File: config.mk
export PLATFORM = sky130hd
export DESIGN_NAME = radix_digit_emitter_flat
export DESIGN_NICKNAME = d
export VERILOG_FILES = /design/src/design/rde_pkg.sv /design/src/design/rde_stream_if.sv /design/src/design/rde_ctrl.sv /design/src/design/rde_dp.sv /design/src/design/radix_digit_emitter.sv /design/src/flat_wrapper.sv
export SDC_FILE = /design/constraint.sdc
export NUM_CORES = 2
export LEC_CHECK = 0
export ABC_CLOCK_PERIOD_IN_PS = 6400
export BUFFER_PORTS_ARGS = -buffer_cell sky130_fd_sc_hd__buf_2
export CAP_MARGIN = 20
export CELL_PAD_IN_SITES_DETAIL_PLACEMENT = 0
export CELL_PAD_IN_SITES_GLOBAL_PLACEMENT = 1
export CORE_AREA = 2 2 286 288
export DETAILED_ROUTE_END_ITERATION = 7
export DIE_AREA = 0 0 288 290
export GPL_TIMING_DRIVEN = 0
export PLACE_DENSITY_LB_ADDON = 0.1
export SYNTH_ARGS = -nofsm -noshare
export SYNTH_HDL_FRONTEND = slang
export SYNTH_SLANG_ARGS = --single-unit
File: constraint.sdc
create_clock -name i_clk -period 6.4 [get_ports i_clk]
set_input_delay 0.64 -clock i_clk [delete_from_list [all_inputs] [get_ports i_clk]]
set_output_delay 0.64 -clock i_clk [all_outputs]
set_load 0.01 [all_outputs]
File: src/design/rde_pkg.sv
package rde_pkg;

    localparam int MAX_SYMBOLS_DEF = 16;

    // magnitude bits and digit lanes (radix 2 needs all 32)
    localparam int MAG_W  = 32;
    localparam int DIGITS = 32;
    localparam int PTR_W  = 5;
    localparam int BIT_W  = 5;

    localparam int CNT_W      = 5;
    localparam int CFG_IDX_W  = 8;
    localparam int CFG_DATA_W = 64;

    localparam logic [CFG_IDX_W-1:0] CFG_SYMBOL_COUNT = 8'd0;
    localparam logic [CFG_IDX_W-1:0] CFG_SYMBOLS_LOW  = 8'd1;
    localparam logic [CFG_IDX_W-1:0] CFG_SYMBOLS_HIGH = 8'd2;

    localparam logic [7:0] CH_PLUS  = 8'd43;
    localparam logic [7:0] CH_MINUS = 8'd45;
    localparam logic [7:0] CH_LOW   = 8'd32;
    localparam logic [7:0] CH_HIGH  = 8'd126;

    typedef struct packed {
        logic signed [31:0] value;
    } t_in_word;

    typedef struct packed {
        logic [7:0] out_char;
        logic       last;
    } t_out_word;

    typedef enum logic [2:0] {
        ST_IDLE,
        ST_CHECK,
        ST_CONV,
        ST_SCAN,
        ST_SIGN,
        ST_EMIT
    } t_state;

    typedef struct packed {
        logic load;
        logic conv_step;
        logic scan_step;
        logic emit_sign;
        logic emit_digit;
    } t_dp_cmd;

    typedef struct packed {
        logic alpha_ok;
        logic conv_done;
        logic lead_nz;
        logic ptr_zero;
        logic neg;
        logic out_free;
    } t_dp_stat;

endpackage

File: src/design/rde_stream_if.sv
interface rde_stream_if #(
    parameter type t_word = logic
) ();
    logic  valid;
    logic  ready;
    t_word data;

    modport source (output valid, output data, input ready);
    modport sink   (input valid, input data, output ready);
endinterface

File: src/design/rde_ctrl.sv
module rde_ctrl import rde_pkg::*; (
    input  logic     i_clk,
    input  logic     i_rst_n,
    input  logic     i_in_valid,
    output logic     o_in_ready,
    input  t_dp_stat i_stat,
    output t_dp_cmd  o_cmd
);

    t_state r_state;
    t_state n_state;

    always_ff @(posedge i_clk) begin
        if (!i_rst_n) begin
            r_state <= ST_IDLE;
        end else begin
            r_state <= n_state;
        end
    end

    always_comb begin
        n_state    = r_state;
        o_cmd      = '0;
        o_in_ready = 1'b0;
        case (r_state)
            ST_IDLE: begin
                o_in_ready = 1'b1;
                if (i_in_valid) begin
                    o_cmd.load = 1'b1;
                    n_state    = ST_CHECK;
                end
            end
            ST_CHECK: begin
                n_state = i_stat.alpha_ok ? ST_CONV : ST_IDLE;
            end
            ST_CONV: begin
                o_cmd.conv_step = 1'b1;
                if (i_stat.conv_done) begin
                    n_state = ST_SCAN;
                end
            end
            ST_SCAN: begin
                // skip leading zero digits, keep at least one
                if (i_stat.lead_nz || i_stat.ptr_zero) begin
                    n_state = i_stat.neg ? ST_SIGN : ST_EMIT;
                end else begin
                    o_cmd.scan_step = 1'b1;
                end
            end
            ST_SIGN: begin
                if (i_stat.out_free) begin
                    o_cmd.emit_sign = 1'b1;
                    n_state         = ST_EMIT;
                end
            end
            ST_EMIT: begin
                if (i_stat.out_free) begin
                    o_cmd.emit_digit = 1'b1;
                    if (i_stat.ptr_zero) begin
                        n_state = ST_IDLE;
                    end
                end
            end
            default: begin
                n_state = ST_IDLE;
            end
        endcase
    end

    a_accept_to_check: assert property (@(posedge i_clk) disable iff (!i_rst_n)
        i_in_valid && o_in_ready |=> r_state == ST_CHECK)
        else $error("accepted word did not enter alphabet check");

    a_bad_alpha_idle: assert property (@(posedge i_clk) disable iff (!i_rst_n)
        r_state == ST_CHECK && !i_stat.alpha_ok |=> r_state == ST_IDLE)
        else $error("invalid alphabet did not drop the word");

    a_emit_only_free: assert property (@(posedge i_clk) disable iff (!i_rst_n)
        (o_cmd.emit_sign || o_cmd.emit_digit) |-> i_stat.out_free)
        else $error("emit while output register busy");

endmodule

File: src/design/rde_dp.sv
module rde_dp import rde_pkg::*; #(
    parameter int MAX_SYMBOLS = MAX_SYMBOLS_DEF
) (
    input  logic                  i_clk,
    input  logic                  i_rst_n,
    input  logic                  i_cfg_we,
    input  logic [CFG_IDX_W-1:0]  i_cfg_index,
    input  logic [CFG_DATA_W-1:0] i_cfg_data,
    input  t_in_word              i_in_word,
    input  logic                  i_out_ready,
    output logic                  o_out_valid,
    output t_out_word             o_out_word,
    input  t_dp_cmd               i_cmd,
    output t_dp_stat              o_stat
);

    localparam int DIG_W = (MAX_SYMBOLS > 2) ? $clog2(MAX_SYMBOLS) : 1;
    localparam int RAD_W = DIG_W + 1;

    // configuration
    logic [CNT_W-1:0] r_count;
    logic [7:0]       r_sym [MAX_SYMBOLS];

    always_ff @(posedge i_clk) begin
        if (!i_rst_n) begin
            r_count <= '0;
            for (int k = 0; k < MAX_SYMBOLS; k++) begin
                r_sym[k] <= '0;
            end
        end else if (i_cfg_we) begin
            case (i_cfg_index)
                CFG_SYMBOL_COUNT: begin
                    r_count <= i_cfg_data[CNT_W-1:0];
                end
                CFG_SYMBOLS_LOW: begin
                    for (int k = 0; k < MAX_SYMBOLS && k < 8; k++) begin
                        r_sym[k] <= i_cfg_data[8*k +: 8];
                    end
                end
                CFG_SYMBOLS_HIGH: begin
                    for (int k = 8; k < MAX_SYMBOLS; k++) begin
                        r_sym[k] <= i_cfg_data[8*(k-8) +: 8];
                    end
                end
                default: begin
                end
            endcase
        end
    end

    // alphabet check, registered; the user keeps config quiet before use, the block does not enforce it
    logic r_alpha_ok;
    logic n_alpha_ok;

    always_comb begin
        n_alpha_ok = (r_count >= CNT_W'(2)) && (r_count <= CNT_W'(MAX_SYMBOLS));
        for (int i = 0; i < MAX_SYMBOLS; i++) begin
            if (CNT_W'(i) < r_count) begin
                if (r_sym[i] == CH_PLUS || r_sym[i] == CH_MINUS ||
                    r_sym[i] < CH_LOW || r_sym[i] > CH_HIGH) begin
                    n_alpha_ok = 1'b0;
                end
                for (int j = i + 1; j < MAX_SYMBOLS; j++) begin
                    if (CNT_W'(j) < r_count && r_sym[i] == r_sym[j]) begin
                        n_alpha_ok = 1'b0;
                    end
                end
            end
        end
    end

    always_ff @(posedge i_clk) begin
        if (!i_rst_n) begin
            r_alpha_ok <= 1'b0;
        end else begin
            r_alpha_ok <= n_alpha_ok;
        end
    end

    // bit-serial radix conversion: each cycle all digit lanes double and
    // take the next magnitude bit; lane carries resolved by one wide add
    logic [RAD_W-1:0] radix;
    logic [MAG_W-1:0] r_mag;
    logic             r_neg;
    logic [BIT_W-1:0] r_bit;
    logic [PTR_W-1:0] r_ptr;
    logic [DIG_W-1:0] r_dig [DIGITS];

    logic [DIGITS-1:0] gen;
    logic [DIGITS-1:0] prop;
    logic [DIGITS-1:0] grp;
    logic [DIGITS-1:0] csum;
    logic [DIGITS-1:0] cin;
    logic [DIGITS-1:0] cout;
    logic [DIG_W-1:0]  n_dig [DIGITS];

    assign radix = r_count[RAD_W-1:0];

    always_comb begin
        for (int i = 0; i < DIGITS; i++) begin
            gen[i]  = {r_dig[i], 1'b0} >= radix;
            prop[i] = !gen[i] && ({r_dig[i], 1'b1} >= radix);
        end
        grp  = gen | prop;
        csum = grp + gen + DIGITS'(r_mag[MAG_W-1]);
        cin  = csum ^ grp ^ gen;
        for (int i = 0; i < DIGITS; i++) begin
            logic [RAD_W-1:0] t;
            logic [RAD_W-1:0] d;
            t       = {r_dig[i], cin[i]};
            cout[i] = gen[i] | (prop[i] & cin[i]);
            d       = cout[i] ? (t - radix) : t;
            n_dig[i] = d[DIG_W-1:0];
        end
    end

    always_ff @(posedge i_clk) begin
        if (i_cmd.load) begin
            r_neg <= i_in_word.value[31];
            r_mag <= i_in_word.value[31] ? (MAG_W'(0) - MAG_W'(i_in_word.value))
                                         : MAG_W'(i_in_word.value);
            r_bit <= '0;
            r_ptr <= PTR_W'(DIGITS - 1);
            for (int i = 0; i < DIGITS; i++) begin
                r_dig[i] <= '0;
            end
        end else begin
            if (i_cmd.conv_step) begin
                r_mag <= {r_mag[MAG_W-2:0], 1'b0};
                r_bit <= r_bit + BIT_W'(1);
                for (int i = 0; i < DIGITS; i++) begin
                    r_dig[i] <= n_dig[i];
                end
            end
            if (i_cmd.scan_step || i_cmd.emit_digit) begin
                r_ptr <= r_ptr - PTR_W'(1);
            end
        end
    end

    // output register
    logic      r_out_valid;
    t_out_word r_out;
    logic      out_free;

    assign out_free = !r_out_valid || i_out_ready;

    always_ff @(posedge i_clk) begin
        if (!i_rst_n) begin
            r_out_valid <= 1'b0;
        end else if (i_cmd.emit_sign || i_cmd.emit_digit) begin
            r_out_valid <= 1'b1;
        end else if (i_out_ready) begin
            r_out_valid <= 1'b0;
        end
    end

    always_ff @(posedge i_clk) begin
        if (i_cmd.emit_sign) begin
            r_out.out_char <= CH_MINUS;
            r_out.last     <= 1'b0;
        end else if (i_cmd.emit_digit) begin
            r_out.out_char <= r_sym[r_dig[r_ptr]];
            r_out.last     <= (r_ptr == '0);
        end
    end

    assign o_out_valid = r_out_valid;
    assign o_out_word  = r_out;

    assign o_stat.alpha_ok  = r_alpha_ok;
    assign o_stat.conv_done = (r_bit == BIT_W'(MAG_W - 1));
    assign o_stat.lead_nz   = (r_dig[r_ptr] != '0);
    assign o_stat.ptr_zero  = (r_ptr == '0);
    assign o_stat.neg       = r_neg;
    assign o_stat.out_free  = out_free;

    a_no_top_carry: assert property (@(posedge i_clk) disable iff (!i_rst_n)
        i_cmd.conv_step |-> !cout[DIGITS-1])
        else $error("conversion overflowed the top digit lane");

    a_digit_in_range: assert property (@(posedge i_clk) disable iff (!i_rst_n)
        i_cmd.emit_digit |-> RAD_W'(r_dig[r_ptr]) < radix)
        else $error("emitted digit not below radix");

    a_last_ends_item: assert property (@(posedge i_clk) disable iff (!i_rst_n)
        i_cmd.emit_digit && r_ptr == '0 |=> r_out_valid && r_out.last)
        else $error("final digit not flagged last");

endmodule

File: src/design/radix_digit_emitter.sv
// Converts a signed 32-bit value to text in the radix set by the configured
// alphabet (symbol_count symbols, symbol 0 is digit zero), one character per
// output word, most significant first, a '-' first for negative values, and
// last set on the final character. An item passes through acceptance, the
// alphabet check, bit-serial radix conversion (one magnitude bit per cycle
// into all digit lanes), a scan past leading zero digits, then the sign and
// digits, each sent only when the output register is free. A new value is
// taken only after the last character of the previous one has been issued.
// A value under an invalid alphabet produces nothing; the input is freed
// after the check. Write configuration only while no value is in flight.
module radix_digit_emitter import rde_pkg::*; #(
    parameter int MAX_SYMBOLS = MAX_SYMBOLS_DEF
) (
    input  logic                  i_clk,
    input  logic                  i_rst_n,
    input  logic                  i_cfg_we,
    input  logic [CFG_IDX_W-1:0]  i_cfg_index,
    input  logic [CFG_DATA_W-1:0] i_cfg_data,
    rde_stream_if.sink            i_value_s,
    rde_stream_if.source          o_char_s
);

    t_dp_cmd   cmd;
    t_dp_stat  stat;
    logic      in_ready;
    logic      out_valid;
    t_out_word out_word;

    rde_ctrl u_ctrl (
        .i_clk      (i_clk),
        .i_rst_n    (i_rst_n),
        .i_in_valid (i_value_s.valid),
        .o_in_ready (in_ready),
        .i_stat     (stat),
        .o_cmd      (cmd)
    );

    rde_dp #(
        .MAX_SYMBOLS (MAX_SYMBOLS)
    ) u_dp (
        .i_clk       (i_clk),
        .i_rst_n     (i_rst_n),
        .i_cfg_we    (i_cfg_we),
        .i_cfg_index (i_cfg_index),
        .i_cfg_data  (i_cfg_data),
        .i_in_word   (i_value_s.data),
        .i_out_ready (o_char_s.ready),
        .o_out_valid (out_valid),
        .o_out_word  (out_word),
        .i_cmd       (cmd),
        .o_stat      (stat)
    );

    assign i_value_s.ready = in_ready;
    assign o_char_s.valid  = out_valid;
    assign o_char_s.data   = out_word;

endmodule

File: src/flat_wrapper.sv
// flat-port wrapper written by rule: the top's interface ports become plain ports
module radix_digit_emitter_flat import rde_pkg::*;
#(
    parameter int MAX_SYMBOLS = MAX_SYMBOLS_DEF
)
  (i_clk, i_rst_n, i_cfg_we, i_cfg_index, i_cfg_data, i_value_s_valid, i_value_s_data, i_value_s_ready, o_char_s_valid, o_char_s_data, o_char_s_ready);
  rde_stream_if #(.t_word(t_in_word)) i_value_s_i ();
  rde_stream_if #(.t_word(t_out_word)) o_char_s_i ();
  input  logic i_clk;
  input  logic i_rst_n;
  input  logic i_cfg_we;
  input  logic [CFG_IDX_W-1:0] i_cfg_index;
  input  logic [CFG_DATA_W-1:0] i_cfg_data;
  input wire logic [$bits(i_value_s_i.valid)-1:0] i_value_s_valid;
  input wire logic [$bits(i_value_s_i.data)-1:0] i_value_s_data;
  output wire logic [$bits(i_value_s_i.ready)-1:0] i_value_s_ready;
  output wire logic [$bits(o_char_s_i.valid)-1:0] o_char_s_valid;
  output wire logic [$bits(o_char_s_i.data)-1:0] o_char_s_data;
  input wire logic [$bits(o_char_s_i.ready)-1:0] o_char_s_ready;
  assign i_value_s_i.valid = i_value_s_valid;
  assign i_value_s_i.data = i_value_s_data;
  assign i_value_s_ready = i_value_s_i.ready;
  assign o_char_s_valid = o_char_s_i.valid;
  assign o_char_s_data = o_char_s_i.data;
  assign o_char_s_i.ready = o_char_s_ready;
  radix_digit_emitter #(.MAX_SYMBOLS(MAX_SYMBOLS)) u_core (.i_clk(i_clk), .i_rst_n(i_rst_n), .i_cfg_we(i_cfg_we), .i_cfg_index(i_cfg_index), .i_cfg_data(i_cfg_data), .i_value_s(i_value_s_i), .o_char_s(o_char_s_i));
endmodule
==> flow_summary.json <==
{
  "outcome": "finished, violations left",
  "worstSetupPathDepth": 14,
  "syn_avg_cell_area_um2": 9.00,
  "p_per_area_nw_per_um2": 194,
  "path_class": "reg2reg",
  "ys_warn_count": 0,
  "numCtsBuffers": 41,
  "reg2reg_to": "u_core.u_dp.r_alpha_ok",
  "fin_ws_ns": -0.266,
  "grt_pass1_wl_um": 231000,
  "crit_start": "u_core.u_dp.r_count[0]",
  "hold_violations": 0,
  "synth_top_area_share_pct": 23.7,
  "gp_congestion": 1.04,
  "tritoncts": "yes",
  "root_buffer": "clkbuf_16",
  "drive_gt1_share_pct": 8.94,
  "layout.cells.non_filler": 5369,
  "num-fill-cells": 7832,
  "cp-end-kind": "register",
  "r2r_slack_ns": -0.27,
  "synth_fp_nets": 4410,
  "multi_input_area_um2": 25500,
  "syn_inst": 4071,
  "ff_latch_area_um2": 9360,
  "postRouteAntennaNets": 0,
  "vias": 33800,
  "crit_arrival_ns": 7.22,
  "worst_pin_slew_ns": 1.45,
  "synthTopCellsByArea": "edfxtp_1 24%, xnor2_1 15%, xor2_1 10%",
  "fp.coreArea_um2": 80200,
  "design_area_um2": 40800,
  "reg2reg_depth": 14,
  "cts_buffer_depth": 3,
  "slew_viol_final": 0,
  "ys.flop_type": "edfxtp_1",
  "setup_violations": 1,
  "rsz0062_at_grt": "no",
  "period_minus_slack_ns": 6.67,
  "cts_sinks": 323,
  "synth_top_area_cell": "edfxtp_1",
  "slew_headroom_pct": 0.517,
  "fin_nets": 4616,
  "drt_iter0_markers": 4720,
  "synth_cell_types": 107,
  "avgRoutedWirePerCell_um": 30.1,
  "fin_skew_ns": 0.0548,
  "max_stage_delay_ns": 1.18,
  "critical_path_buf_inv_count": 5,
  "yosysSeqAreaShare_pct": 25.5,
  "syn_area_um2": 36600,
  "ir_worst_vdd_v": 0.000223,
  "io_pins": 120,
  "cts_hold_buf": 0,
  "timing.final.crit_share_pct": 104,
  "clkLatencyLatePin_ns": 0.63,
  "grt_pass1_vias": 32300,
  "crit_fanout": 17,
  "rows": 104,
  "die_area_um2": 83500,
  "grt_use_total_pct": 38.0,
  "post-dp-hpwl_um": 114000,
  "max_cap_violations": 1,
  "violations": "max-capacitance violations, negative setup slack",
  "final_common_cell": "xnor2_1",
  "drc": 0,
  "place_ws_ns": -0.742,
  "crit_chain": "buf_6 > buf_6 > inv_2 > buf_2 > nand2_1 > o31ai_1 > buf_2 > nor3_1 > nor4_1 > nand4_1 > nor2_1 > nand2_1 > a2111oi_0 > and4b_1",
  "grt_max_degree": 65,
  "synth_edf_count": 289,
  "crit_family": "simple AND/OR/NAND/NOR gates",
  "start_kind": "register",
  "antenna_found_initial": 9,
  "worstSetupEndpoint": "u_core.u_dp.r_alpha_ok",
  "regToRegStartpoint": "u_core.u_dp.r_count[0]",
  "fmax_mhz": 150,
  "htree_num_levels": 2,
  "utilization_pct": 50.9,
  "min_path_type": "in2reg",
  "vias_per_cell": 6.30,
  "path_clk_slew_ns": 0.06,
  "io_buffers": 119,
  "layout_common_cells": "625 x xnor2_1, 424 x xor2_1, 289 x edfxtp_1, 237 x clkbuf_1, 204 x nand2_1",
  "async_flop_share_pct": 0,
  "wirelength_um": 162000,
  "die_width_um": 288,
  "grt_overflow": 0,
  "dpl.cell_count": 5274,
  "ys_seq_elements": 323,
  "drt-pass1-iter-count": 8,
  "placed_area_um2": 39000,
  "required_ns": 6.95,
  "fp.dieH_um": 290,
  "areaGrowthSynthToFinish_pct": 11.3,
  "slowest_stage": "o31ai_1",
  "p_leak_nw": 14.6,
  "start_util_pct": 45.7
}
synth_stat cells (43+ instances only):
library cell  number
buf_1             80
inv_1             99
nor2b_1           58
nand3_1           62
nor2_1           164
mux2i_1          114
nor3_1            85
a21oi_1          167
nand2b_1          52
nand4_1          158
nor4_1           124
a211oi_1          43
a21o_1            54
edfxtp_1         289
ha_1             198
clkbuf_1         232
o21ai_0          127
xnor2_1          625
nand2_1          206
and2_1           130
xor2_1           424
flip-flops by register name (all words and copies together) (netlist names), 3 cells and up, named ones only:
signal,count
u_core.u_dp.r_bit,5
u_core.u_dp.r_count,5
u_core.u_dp.r_sym,128
u_core.u_dp.r_ptr,5
u_core.u_dp.r_mag,32
u_core.u_ctrl.r_state,3
u_core.u_dp.r_dig,128
u_core.u_dp.o_out_word,9
worst min path at each step:
stage / end / depth (start not counted) / start
after floorplan: u_core.u_dp.r_bit[4] / 2 / u_core.u_dp.r_bit[4]
after global placement: u_core.u_dp.o_out_word[0] / 2 / u_core.u_dp.o_out_word[0]
after detailed placement: u_core.u_dp.o_out_word[5] / 2 / u_core.u_dp.o_out_word[5]
after CTS: u_core.u_dp.r_neg / 1 / i_value_s_data[31]
after global routing: u_core.u_dp.r_neg / 1 / i_value_s_data[31]
final: u_core.u_dp.r_neg / 1 / i_value_s_data[31]
cell type report:
cell class / instances / share of cell area [%]
multi-input cells: 3302 / 62.7
flip-flops and latches: 323 / 23.0
plain buffers: 342 / 3.44
repair buffers: 165 / 3.32
well taps: 1060 / 3.25
clock buffers: 50 / 2.68
inverters: 102 / 0.948
clock inverters: 22 / 0.721
diodes: 3 / 0.0184
cells by family after synthesis:
family | Yosys count | synth area share (%)
multiplexers | 157 | 5.70
AO/OA/AOI/OAI | 689 | 12.6
XOR/XNOR | 1049 | 25.1
buffers and inverters | 446 | 4.90
flip-flops | 323 | 25.5
adder cells (fa/ha/maj) | 230 | 8.51
AND/OR/NAND/NOR | 1177 | 17.6
timing repair:
action                     CTS  global route
buffers inserted             1             5
setup endpoints to repair   43            14
resized for setup            1             3
pin swaps                    0             1
per-stage QoR:
step	hold slack, ns	TNS [ns]	power (W)
floorplan	0.441	0	0.00455
global placement	0.422	-605.76	0.00534
detailed placement	0.441	-10.17	0.00535
CTS	0.258	0	0.00783
global route	0.279	0	0.00820
finish	0.268	-0.266	0.00791
metal layers:
layer,wire length (um),part of all wire (%),GRT usage [%],vias up
li1,-,-,-,15000
met1,63100,39,48.5,16300
met2,71600,44,58.8,1926
met3,16000,9.9,8.51,596
met4,11000,6.8,21.8,10
met5,112,0.069,0,-
power by group:
group	switching (W)	internal, W
sequential	0.000100	0.00248
combinational	0.00178	0.00107
clock	0.00105	0.00143
Note: power is estimated with default switching activity, not from simulation.
